===== src/rtl/nwrd_pkg.sv =====
// ----------------------------------------------------------------------------
// nwrd_pkg
// Shared widths, constants, register map and types of the non-wear run
// detector.
// ----------------------------------------------------------------------------
package nwrd_pkg;

    localparam int MAX_RECORD_MINUTES = 131072;
    localparam int INDEX_W            = $clog2(MAX_RECORD_MINUTES);

    localparam int COUNT_W   = 16;
    localparam int MINUTES_W = 11;
    localparam int START_W   = 17;

    localparam int DAY_MINUTES = 1440;

    localparam int DATA_W    = 32;
    localparam int ADDR_W    = 4;
    localparam int REG_IDX_W = ADDR_W - 2;

    localparam logic [REG_IDX_W-1:0] REG_WINDOW    = REG_IDX_W'(0);
    localparam logic [REG_IDX_W-1:0] REG_TOLERANCE = REG_IDX_W'(1);
    localparam logic [REG_IDX_W-1:0] REG_UPPER     = REG_IDX_W'(2);

    localparam logic [MINUTES_W-1:0] WINDOW_RESET    = MINUTES_W'(60);
    localparam logic [MINUTES_W-1:0] TOLERANCE_RESET = MINUTES_W'(2);
    localparam logic [COUNT_W-1:0]   UPPER_RESET     = COUNT_W'(100);

    typedef struct packed {
        logic [MINUTES_W-1:0] window_minutes;
        logic [MINUTES_W-1:0] tolerance_minutes;
        logic [COUNT_W-1:0]   upper_count;
    } cfg_t;

endpackage


===== src/rtl/nwrd_if.sv =====
// ----------------------------------------------------------------------------
// nwrd_sample_if / nwrd_run_if
// Valid/ready channels for minute samples and detected runs.
// ----------------------------------------------------------------------------
interface nwrd_sample_if;
    import nwrd_pkg::*;

    logic               valid;
    logic               ready;
    logic [COUNT_W-1:0] activity_count;
    logic               record_end;

    modport source (output valid, output activity_count, output record_end, input ready);
    modport sink   (input valid, input activity_count, input record_end, output ready);
endinterface

interface nwrd_run_if;
    import nwrd_pkg::*;

    logic                 valid;
    logic                 ready;
    logic [START_W-1:0]   run_start;
    logic [MINUTES_W-1:0] run_length;

    modport source (output valid, output run_start, output run_length, input ready);
    modport sink   (input valid, input run_start, input run_length, output ready);
endinterface


===== src/rtl/nwrd_cfg.sv =====
// ----------------------------------------------------------------------------
// nwrd_cfg
// APB register file: window, tolerance and upper count limit.
// ----------------------------------------------------------------------------
module nwrd_cfg (
    input  logic                        clk,
    input  logic                        rst_n,
    input  logic                        psel,
    input  logic                        penable,
    input  logic                        pwrite,
    input  logic [nwrd_pkg::ADDR_W-1:0] paddr,
    input  logic [nwrd_pkg::DATA_W-1:0] pwdata,
    output logic [nwrd_pkg::DATA_W-1:0] prdata,
    output logic                        pready,
    output nwrd_pkg::cfg_t              cfg
);
    import nwrd_pkg::*;

    cfg_t                 cfg_reg;
    logic                 wr_en;
    logic [REG_IDX_W-1:0] reg_idx;

    assign pready  = 1'b1;
    assign wr_en   = psel && penable && pwrite && pready;
    assign reg_idx = paddr[ADDR_W-1:2];
    assign cfg     = cfg_reg;

    always_ff @(posedge clk or negedge rst_n)
    begin
        if (!rst_n)
        begin
            cfg_reg.window_minutes    <= WINDOW_RESET;
            cfg_reg.tolerance_minutes <= TOLERANCE_RESET;
            cfg_reg.upper_count       <= UPPER_RESET;
        end
        else if (wr_en)
        begin
            case (reg_idx)
                REG_WINDOW:    cfg_reg.window_minutes    <= pwdata[MINUTES_W-1:0];
                REG_TOLERANCE: cfg_reg.tolerance_minutes <= pwdata[MINUTES_W-1:0];
                REG_UPPER:     cfg_reg.upper_count       <= pwdata[COUNT_W-1:0];
                default:       ;
            endcase
        end
    end

    always_comb
    begin
        case (reg_idx)
            REG_WINDOW:    prdata = DATA_W'(cfg_reg.window_minutes);
            REG_TOLERANCE: prdata = DATA_W'(cfg_reg.tolerance_minutes);
            REG_UPPER:     prdata = DATA_W'(cfg_reg.upper_count);
            default:       prdata = '0;
        endcase
    end

endmodule


===== src/rtl/nwrd_core.sv =====
// ----------------------------------------------------------------------------
// nwrd_core
// Run tracking state, close decision and a two-word result buffer.
// ----------------------------------------------------------------------------
module nwrd_core (
    input  logic           clk,
    input  logic           rst_n,
    input  nwrd_pkg::cfg_t cfg,
    nwrd_sample_if.sink    samples,
    nwrd_run_if.source     runs
);
    import nwrd_pkg::*;

    localparam int SUM_W = ((INDEX_W > MINUTES_W) ? INDEX_W : MINUTES_W) + 1;
    localparam logic [INDEX_W-1:0]   INDEX_LAST   = INDEX_W'(MAX_RECORD_MINUTES - 1);
    localparam logic [MINUTES_W-1:0] DAY_LAST     = MINUTES_W'(DAY_MINUTES - 1);

    logic [MINUTES_W-1:0] run_reg, run_next;
    logic [MINUTES_W-1:0] streak_reg, streak_next;
    logic [INDEX_W-1:0]   index_reg, index_next;
    logic [MINUTES_W-1:0] day_reg, day_next;

    logic                 out_valid_reg, skid_valid_reg;
    logic [START_W-1:0]   out_start_reg, skid_start_reg;
    logic [MINUTES_W-1:0] out_len_reg, skid_len_reg;

    logic                 take;
    logic                 count_zero;
    logic                 active;
    logic                 over;
    logic                 day_last;
    logic                 close_run;
    logic                 emit;
    logic                 pop;
    logic [MINUTES_W-1:0] run_inc;
    logic [MINUTES_W-1:0] streak_inc;
    logic [MINUTES_W-1:0] len;
    logic [MINUTES_W-1:0] need;
    logic [SUM_W-1:0]     idx_plus;
    logic [SUM_W-1:0]     run_ext;
    logic [SUM_W-1:0]     start_full;
    logic [SUM_W+START_W-1:0] start_wide;
    logic [START_W-1:0]   start;

    assign samples.ready = !skid_valid_reg;
    assign take          = samples.valid && samples.ready;
    assign pop           = out_valid_reg && runs.ready;

    always_comb
    begin
        count_zero = (samples.activity_count == '0);
        active     = (run_reg != '0) || count_zero;
        day_last   = (day_reg == DAY_LAST);
        run_inc    = run_reg + MINUTES_W'(1);
        streak_inc = count_zero ? '0 : streak_reg + MINUTES_W'(1);
        over       = !count_zero && (samples.activity_count > cfg.upper_count);
        close_run  = active && ((streak_inc > cfg.tolerance_minutes) || over
                               || samples.record_end || day_last);
        len        = run_inc - streak_inc;
        need       = (cfg.window_minutes == '0) ? MINUTES_W'(1) : cfg.window_minutes;
        emit       = close_run && (len >= need);

        idx_plus   = SUM_W'(index_reg) + SUM_W'(1);
        run_ext    = SUM_W'(run_inc);
        start_full = (idx_plus >= run_ext) ? idx_plus - run_ext : '0;
        start_wide = {{START_W{1'b0}}, start_full};
        start      = start_wide[START_W-1:0];

        if (!active || samples.record_end)
        begin
            run_next    = samples.record_end ? '0 : run_reg;
            streak_next = samples.record_end ? '0 : streak_reg;
        end
        else if (close_run)
        begin
            run_next    = '0;
            streak_next = '0;
        end
        else
        begin
            run_next    = run_inc;
            streak_next = streak_inc;
        end

        if (samples.record_end)
        begin
            index_next = '0;
            day_next   = '0;
        end
        else
        begin
            index_next = (index_reg < INDEX_LAST) ? index_reg + INDEX_W'(1) : index_reg;
            day_next   = day_last ? '0 : day_reg + MINUTES_W'(1);
        end
    end

    // record state
    always_ff @(posedge clk or negedge rst_n)
    begin
        if (!rst_n)
        begin
            run_reg    <= '0;
            streak_reg <= '0;
            index_reg  <= '0;
            day_reg    <= '0;
        end
        else if (take)
        begin
            run_reg    <= run_next;
            streak_reg <= streak_next;
            index_reg  <= index_next;
            day_reg    <= day_next;
        end
    end

    // result buffer control
    always_ff @(posedge clk or negedge rst_n)
    begin
        if (!rst_n)
        begin
            out_valid_reg  <= 1'b0;
            skid_valid_reg <= 1'b0;
        end
        else if (pop)
        begin
            if (skid_valid_reg)
            begin
                skid_valid_reg <= 1'b0;
            end
            else
            begin
                out_valid_reg <= take && emit;
            end
        end
        else if (take && emit)
        begin
            if (out_valid_reg)
            begin
                skid_valid_reg <= 1'b1;
            end
            else
            begin
                out_valid_reg <= 1'b1;
            end
        end
    end

    // result buffer payload
    always_ff @(posedge clk)
    begin
        if (pop)
        begin
            if (skid_valid_reg)
            begin
                out_start_reg <= skid_start_reg;
                out_len_reg   <= skid_len_reg;
            end
            else
            begin
                out_start_reg <= start;
                out_len_reg   <= len;
            end
        end
        else if (take && emit)
        begin
            if (out_valid_reg)
            begin
                skid_start_reg <= start;
                skid_len_reg   <= len;
            end
            else
            begin
                out_start_reg <= start;
                out_len_reg   <= len;
            end
        end
    end

    assign runs.valid      = out_valid_reg;
    assign runs.run_start  = out_start_reg;
    assign runs.run_length = out_len_reg;

endmodule


===== src/rtl/nonwear_run_detector.sv =====
// ----------------------------------------------------------------------------
// nonwear_run_detector
// Finds non-wear runs in a stream of per-minute activity counts.
// ----------------------------------------------------------------------------
// a run word is registered into the result buffer when the minute that closes it is accepted
// throughput: one minute word per cycle while the result buffer is not full, set by the state update
// a two-word result buffer keeps samples flowing while one run word waits
// reset: asynchronous, clears the record state and the result buffer and
// loads the register defaults (window 60, tolerance 2, upper count 100)
module nonwear_run_detector (
    input  logic                        clk,
    input  logic                        rst_n,
    input  logic                        psel,
    input  logic                        penable,
    input  logic                        pwrite,
    input  logic [nwrd_pkg::ADDR_W-1:0] paddr,
    input  logic [nwrd_pkg::DATA_W-1:0] pwdata,
    output logic [nwrd_pkg::DATA_W-1:0] prdata,
    output logic                        pready,
    nwrd_sample_if.sink                 samples,
    nwrd_run_if.source                  runs
);
    import nwrd_pkg::*;

    cfg_t cfg;

    nwrd_cfg u_cfg (
        .clk     (clk),
        .rst_n   (rst_n),
        .psel    (psel),
        .penable (penable),
        .pwrite  (pwrite),
        .paddr   (paddr),
        .pwdata  (pwdata),
        .prdata  (prdata),
        .pready  (pready),
        .cfg     (cfg)
    );

    nwrd_core u_core (
        .clk     (clk),
        .rst_n   (rst_n),
        .cfg     (cfg),
        .samples (samples),
        .runs    (runs)
    );

endmodule


===== src/flat_wrapper.sv =====
// flat-port wrapper written by rule: the top's interface ports become plain ports
module nonwear_run_detector_flat import nwrd_pkg::*;
  (clk, rst_n, psel, penable, pwrite, paddr, pwdata, prdata, pready, samples_valid, samples_activity_count, samples_record_end, samples_ready, runs_valid, runs_run_start, runs_run_length, runs_ready);
  nwrd_sample_if samples_i ();
  nwrd_run_if runs_i ();
  input  logic clk;
  input  logic rst_n;
  input  logic psel;
  input  logic penable;
  input  logic pwrite;
  input  logic [nwrd_pkg::ADDR_W-1:0] paddr;
  input  logic [nwrd_pkg::DATA_W-1:0] pwdata;
  output logic [nwrd_pkg::DATA_W-1:0] prdata;
  output logic pready;
  input wire logic [$bits(samples_i.valid)-1:0] samples_valid;
  input wire logic [$bits(samples_i.activity_count)-1:0] samples_activity_count;
  input wire logic [$bits(samples_i.record_end)-1:0] samples_record_end;
  output wire logic [$bits(samples_i.ready)-1:0] samples_ready;
  output wire logic [$bits(runs_i.valid)-1:0] runs_valid;
  output wire logic [$bits(runs_i.run_start)-1:0] runs_run_start;
  output wire logic [$bits(runs_i.run_length)-1:0] runs_run_length;
  input wire logic [$bits(runs_i.ready)-1:0] runs_ready;
  assign samples_i.valid = samples_valid;
  assign samples_i.activity_count = samples_activity_count;
  assign samples_i.record_end = samples_record_end;
  assign samples_ready = samples_i.ready;
  assign runs_valid = runs_i.valid;
  assign runs_run_start = runs_i.run_start;
  assign runs_run_length = runs_i.run_length;
  assign runs_i.ready = runs_ready;
  nonwear_run_detector u_core (.clk(clk), .rst_n(rst_n), .psel(psel), .penable(penable), .pwrite(pwrite), .paddr(paddr), .pwdata(pwdata), .prdata(prdata), .pready(pready), .samples(samples_i), .runs(runs_i));
endmodule

===== config.mk =====
export PLATFORM = sky130hd
export DESIGN_NAME = nonwear_run_detector_flat
export DESIGN_NICKNAME = d
export VERILOG_FILES = /design/src/rtl/nwrd_pkg.sv /design/src/rtl/nwrd_if.sv /design/src/rtl/nwrd_cfg.sv /design/src/rtl/nwrd_core.sv /design/src/rtl/nonwear_run_detector.sv /design/src/flat_wrapper.sv
export SDC_FILE = /design/constraint.sdc
export NUM_CORES = 1
export LEC_CHECK = 0
export ABC_CLOCK_PERIOD_IN_PS = 6800
export BUFFER_PORTS_ARGS = -buffer_cell sky130_fd_sc_hd__buf_2
export CORE_ASPECT_RATIO = 1.4
export CORE_MARGIN = 2
export CORE_UTILIZATION = 45
export CTS_BUF_LIST = sky130_fd_sc_hd__clkbuf_8
export DETAILED_ROUTE_END_ITERATION = 8
export PLACE_DENSITY = 0.63
export SLEW_MARGIN = 0
export SYNTH_ARGS = -nofsm -noshare
export SYNTH_HDL_FRONTEND = slang
export SYNTH_SLANG_ARGS = --single-unit

===== constraint.sdc =====
create_clock -name clk -period 6.8 [get_ports clk]
set_clock_uncertainty 0.15 [all_clocks]
set_input_delay 1.36 -clock clk [delete_from_list [all_inputs] [get_ports clk]]
set_output_delay 1.36 -clock clk [all_outputs]
set_load 0.01 [all_outputs]

==> qor.csv <==
stage,metric,value,unit
drt,vias,7146,
timing,min cycle time layout,5.53,ns
yosys,Yosys Warn Count,0,
critical_path,critical path arrival,5.54,ns
cts,clk root buf,clkbuf_8,
place,dpl cells,1290,
power,leakage,4.56,nW
timing,Max Fclk,181,MHz
layout,filler cell count,1892,
cts,CTS buffer count,17,
drt,WL/cell,16.4,um
floorplanning,chip height,172,um
layout,"commonest non-fill, non-tap cells in the layout","142 x nand2_1, 107 x o21ai_0, 86 x buf_2",
cts,"Reg clk slew, reported paths",0.08,ns
drt,vias per inst,5.41,
place,hpwl dp,16700,um
yosys,register area share after synthesis,0.433,
place,pre-CTS WS,0.782,ns
cts,clk_lat worst skew,0.46,ns
cts,CTS Buffer Depth,2,
floorplanning,initial core utilization,0.459,
global_routing,first-pass GRT wire length,35500,um
layout,Ant. Diodes,0,
power,PwrDens,214,nW/um2
critical_path,register-to-register path setup slack,2.10,ns
drt,drt initial violations,428,
drt,post-route ant nets,0,
yosys,"top cells by area, synth","dfrtp_1 23%, edfxtp_1 18%, ha_1 8.8%",
drt,final WL,21700,um
cts,Post-CTS Resized,0,
place,RePlAce Congestion,0.926,
floorplanning,die area,21400,um2
timing,Slew @ Worst Pin,1.14,ns
yosys,"Cell Area, Synth",9110,um2
yosys,asr flop ratio synth,0.616,
worst_hold_path,Worst Hold End,u_core.u_core.day_reg[10],
critical_path,crit path max fanout,28,
floorplanning,Site Rows,61,
critical_path,r2r worst-path depth,20,
run,max-cap viol count,0,
worst_hold_path,hold depth,1,
timing,fin. max-slew vios,0,
timing,"Hold Vio Cnt, Final",0,
place,IO Port Bufs,87,
yosys,Synth Register Bits,146,
floorplanning,core box area,19800,um2
global_routing,pin count of the biggest net entering global routing,56,
critical_path,Crit path required time,6.81,ns
global_routing,grt total ovfl,0,
yosys,Main synth FF type,dfrtp_1,
power,Worst VDD drop,0.113,mV
timing,setup TNS,0,ns
worst_hold_path,HP Class,reg -> reg,
yosys,post-synth cell types,65,
power,Total Power,0.00217,W
cts,htree depth,4,
status,status,completed,
cts,CTS Hold Bufs,0,
layout,NumNets Final,1183,
cts,CTS tree,done,
global_routing,vias in the first global route,7097,
layout,share of layout cells above drive strength 1,0.164,
critical_path,critical path class,in -> reg,
floorplanning,Die Width,124,um
yosys,post-synth top area cell,dfrtp_1,
timing,endpoints failing setup,0,
layout,filler-free cell count of the finished design,1322,
critical_path,Worst Setup End Kind,flip-flop,
drt,drc violations,0,
layout,synthesis-to-finish area growth,11.3,%
cts,setup bufs post-CTS,0,
floorplanning,I/O Pins,123,
global_routing,total track usage,0.208,
global_routing,initial antenna violation count,0,
yosys,Post-synth EDFFs,56,
timing,Fin Hold WS,0.336,ns
critical_path,Critical Path Source Type,input pin,
yosys,top-area cell type share of the netlist area,0.225,
layout,max reg flops,38,
critical_path,worst r2r src,u_core.u_core.run_reg[0],
yosys,mean post-synth cell area,9.29,um2
yosys,cell count after synthesis,980,
timing,Tcrit/Tclk final,0.813,
layout,"commonest non-fill, non-tap cell in the layout",nand2_1,
timing,Setup WS post-layout,1.27,ns
worst_hold_path,Hold Startpoint,u_core.u_core.day_reg[10],
timing,RSZ-0062 raised after global routing,false,
drt,drt pass-1 iters,4,
cts,clk sinks,146,
timing,Slew headroom,0.239,
critical_path,Worst R2R End,u_core.u_core.runs.run_length[4],
## critical path: stages
cell,delay (ns)
buf_2,0.11
nor4_1,0.33
and4_1,0.32
nand2b_1,0.19
ha_1,0.24
nor2b_1,0.12
o21ai_0,0.22
a21boi_0,0.19
o31ai_1,0.39
a21oi_1,0.15
nor3_1,0.22
nor2_1,0.10
ha_1,0.31
nand3_1,0.07
nor3_1,0.14
o21a_1,0.13
o21ai_0,0.08
o211ai_1,0.11
o311ai_0,0.16
buf_4,0.20
o21ai_2,0.16
buf_12,0.21
## metrics by stage
step	utilization	instance area, um2
CTS	0.511	10100
finish	0.511	10100
detailed placement	0.492	9760
floorplan	-	9160
global route	0.511	10100
global placement	0.492	9760
## power by group
part	total, W	internal (W)	switching, W
sequential	0.00104	0.00100	0.0000422
combinational	0.000476	0.000193	0.000284
clock	0.000654	0.000269	0.000385
total	0.00217	0.00146	0.000711
## cells by family after synthesis
group                      Yosys count  share of synthesized area
xor gates and xnor gates            55                     0.0529
and+or+nand+nor                    334                      0.176
DFF                                146                      0.433
AOI/OAI and AO/OA                  216                      0.146
buffers and inverters              131                     0.0633
adders and majority gates           66                     0.0923
muxes                               30                     0.0356
other                                2                   0.000825
## Yosys cell counts, types with 3 or more instances
library cell	instances
nand2_1	142
o21ai_0	108
dfrtp_1	82
inv_1	77
ha_1	64
nor2_1	58
edfxtp_1	56
a21oi_1	31
clkbuf_1	29
xnor2_1	29
nand3_1	28
xor2_1	26
o31ai_1	20
mux2_2	19
buf_4	17
nand4_1	17
nor3_1	16
and3_1	12
mux2i_1	11
and2_1	10
nand2b_1	9
nor4_1	9
a31oi_1	8
dfstp_2	8
nor2b_1	8
o21a_1	8
a21o_1	5
and4_1	5
buf_2	5
or3_1	5
a21boi_0	4
a22o_1	4
a31o_2	4
a211oi_1	3
o22ai_1	3
or2_2	3
## routing by layer
metal,global-route usage,share of wire,vias up
li1,-,-,3557
met4,0.108,0.047,0
met3,0.0368,0.034,44
met1,0.233,0.40,3392
met5,0,0,-
met2,0.380,0.52,153
## how the worst max path moves through the flow
stage                              startpoint  cells after the start                               end  slack (ns)
floorplan           samples_activity_count[2]                     20  u_core.u_core.runs.run_length[0]        0.35
global placement    samples_activity_count[2]                     22  u_core.u_core.runs.run_length[0]        0.83
detailed placement  samples_activity_count[2]                     22  u_core.u_core.runs.run_length[0]        0.78
CTS                 samples_activity_count[2]                     22  u_core.u_core.runs.run_length[0]        1.28
global route        samples_activity_count[2]                     22  u_core.u_core.runs.run_length[0]        0.82
finish              samples_activity_count[2]                     22  u_core.u_core.runs.run_length[4]        1.27
## cell type report
cell class | count | area, um2 | area share
Clock buffer | 17 | 234 | 0.0231
Clock inverter | 15 | 141 | 0.0140
Inverter | 77 | 289 | 0.0285
Multi-Input combinational cell | 718 | 4670 | 0.461
Sequential cell | 146 | 3940 | 0.389
Tap cell | 252 | 315 | 0.0311
Timing Repair Buffer | 97 | 538 | 0.0531
No activity file was read; power rests on OpenSTA's default activity.
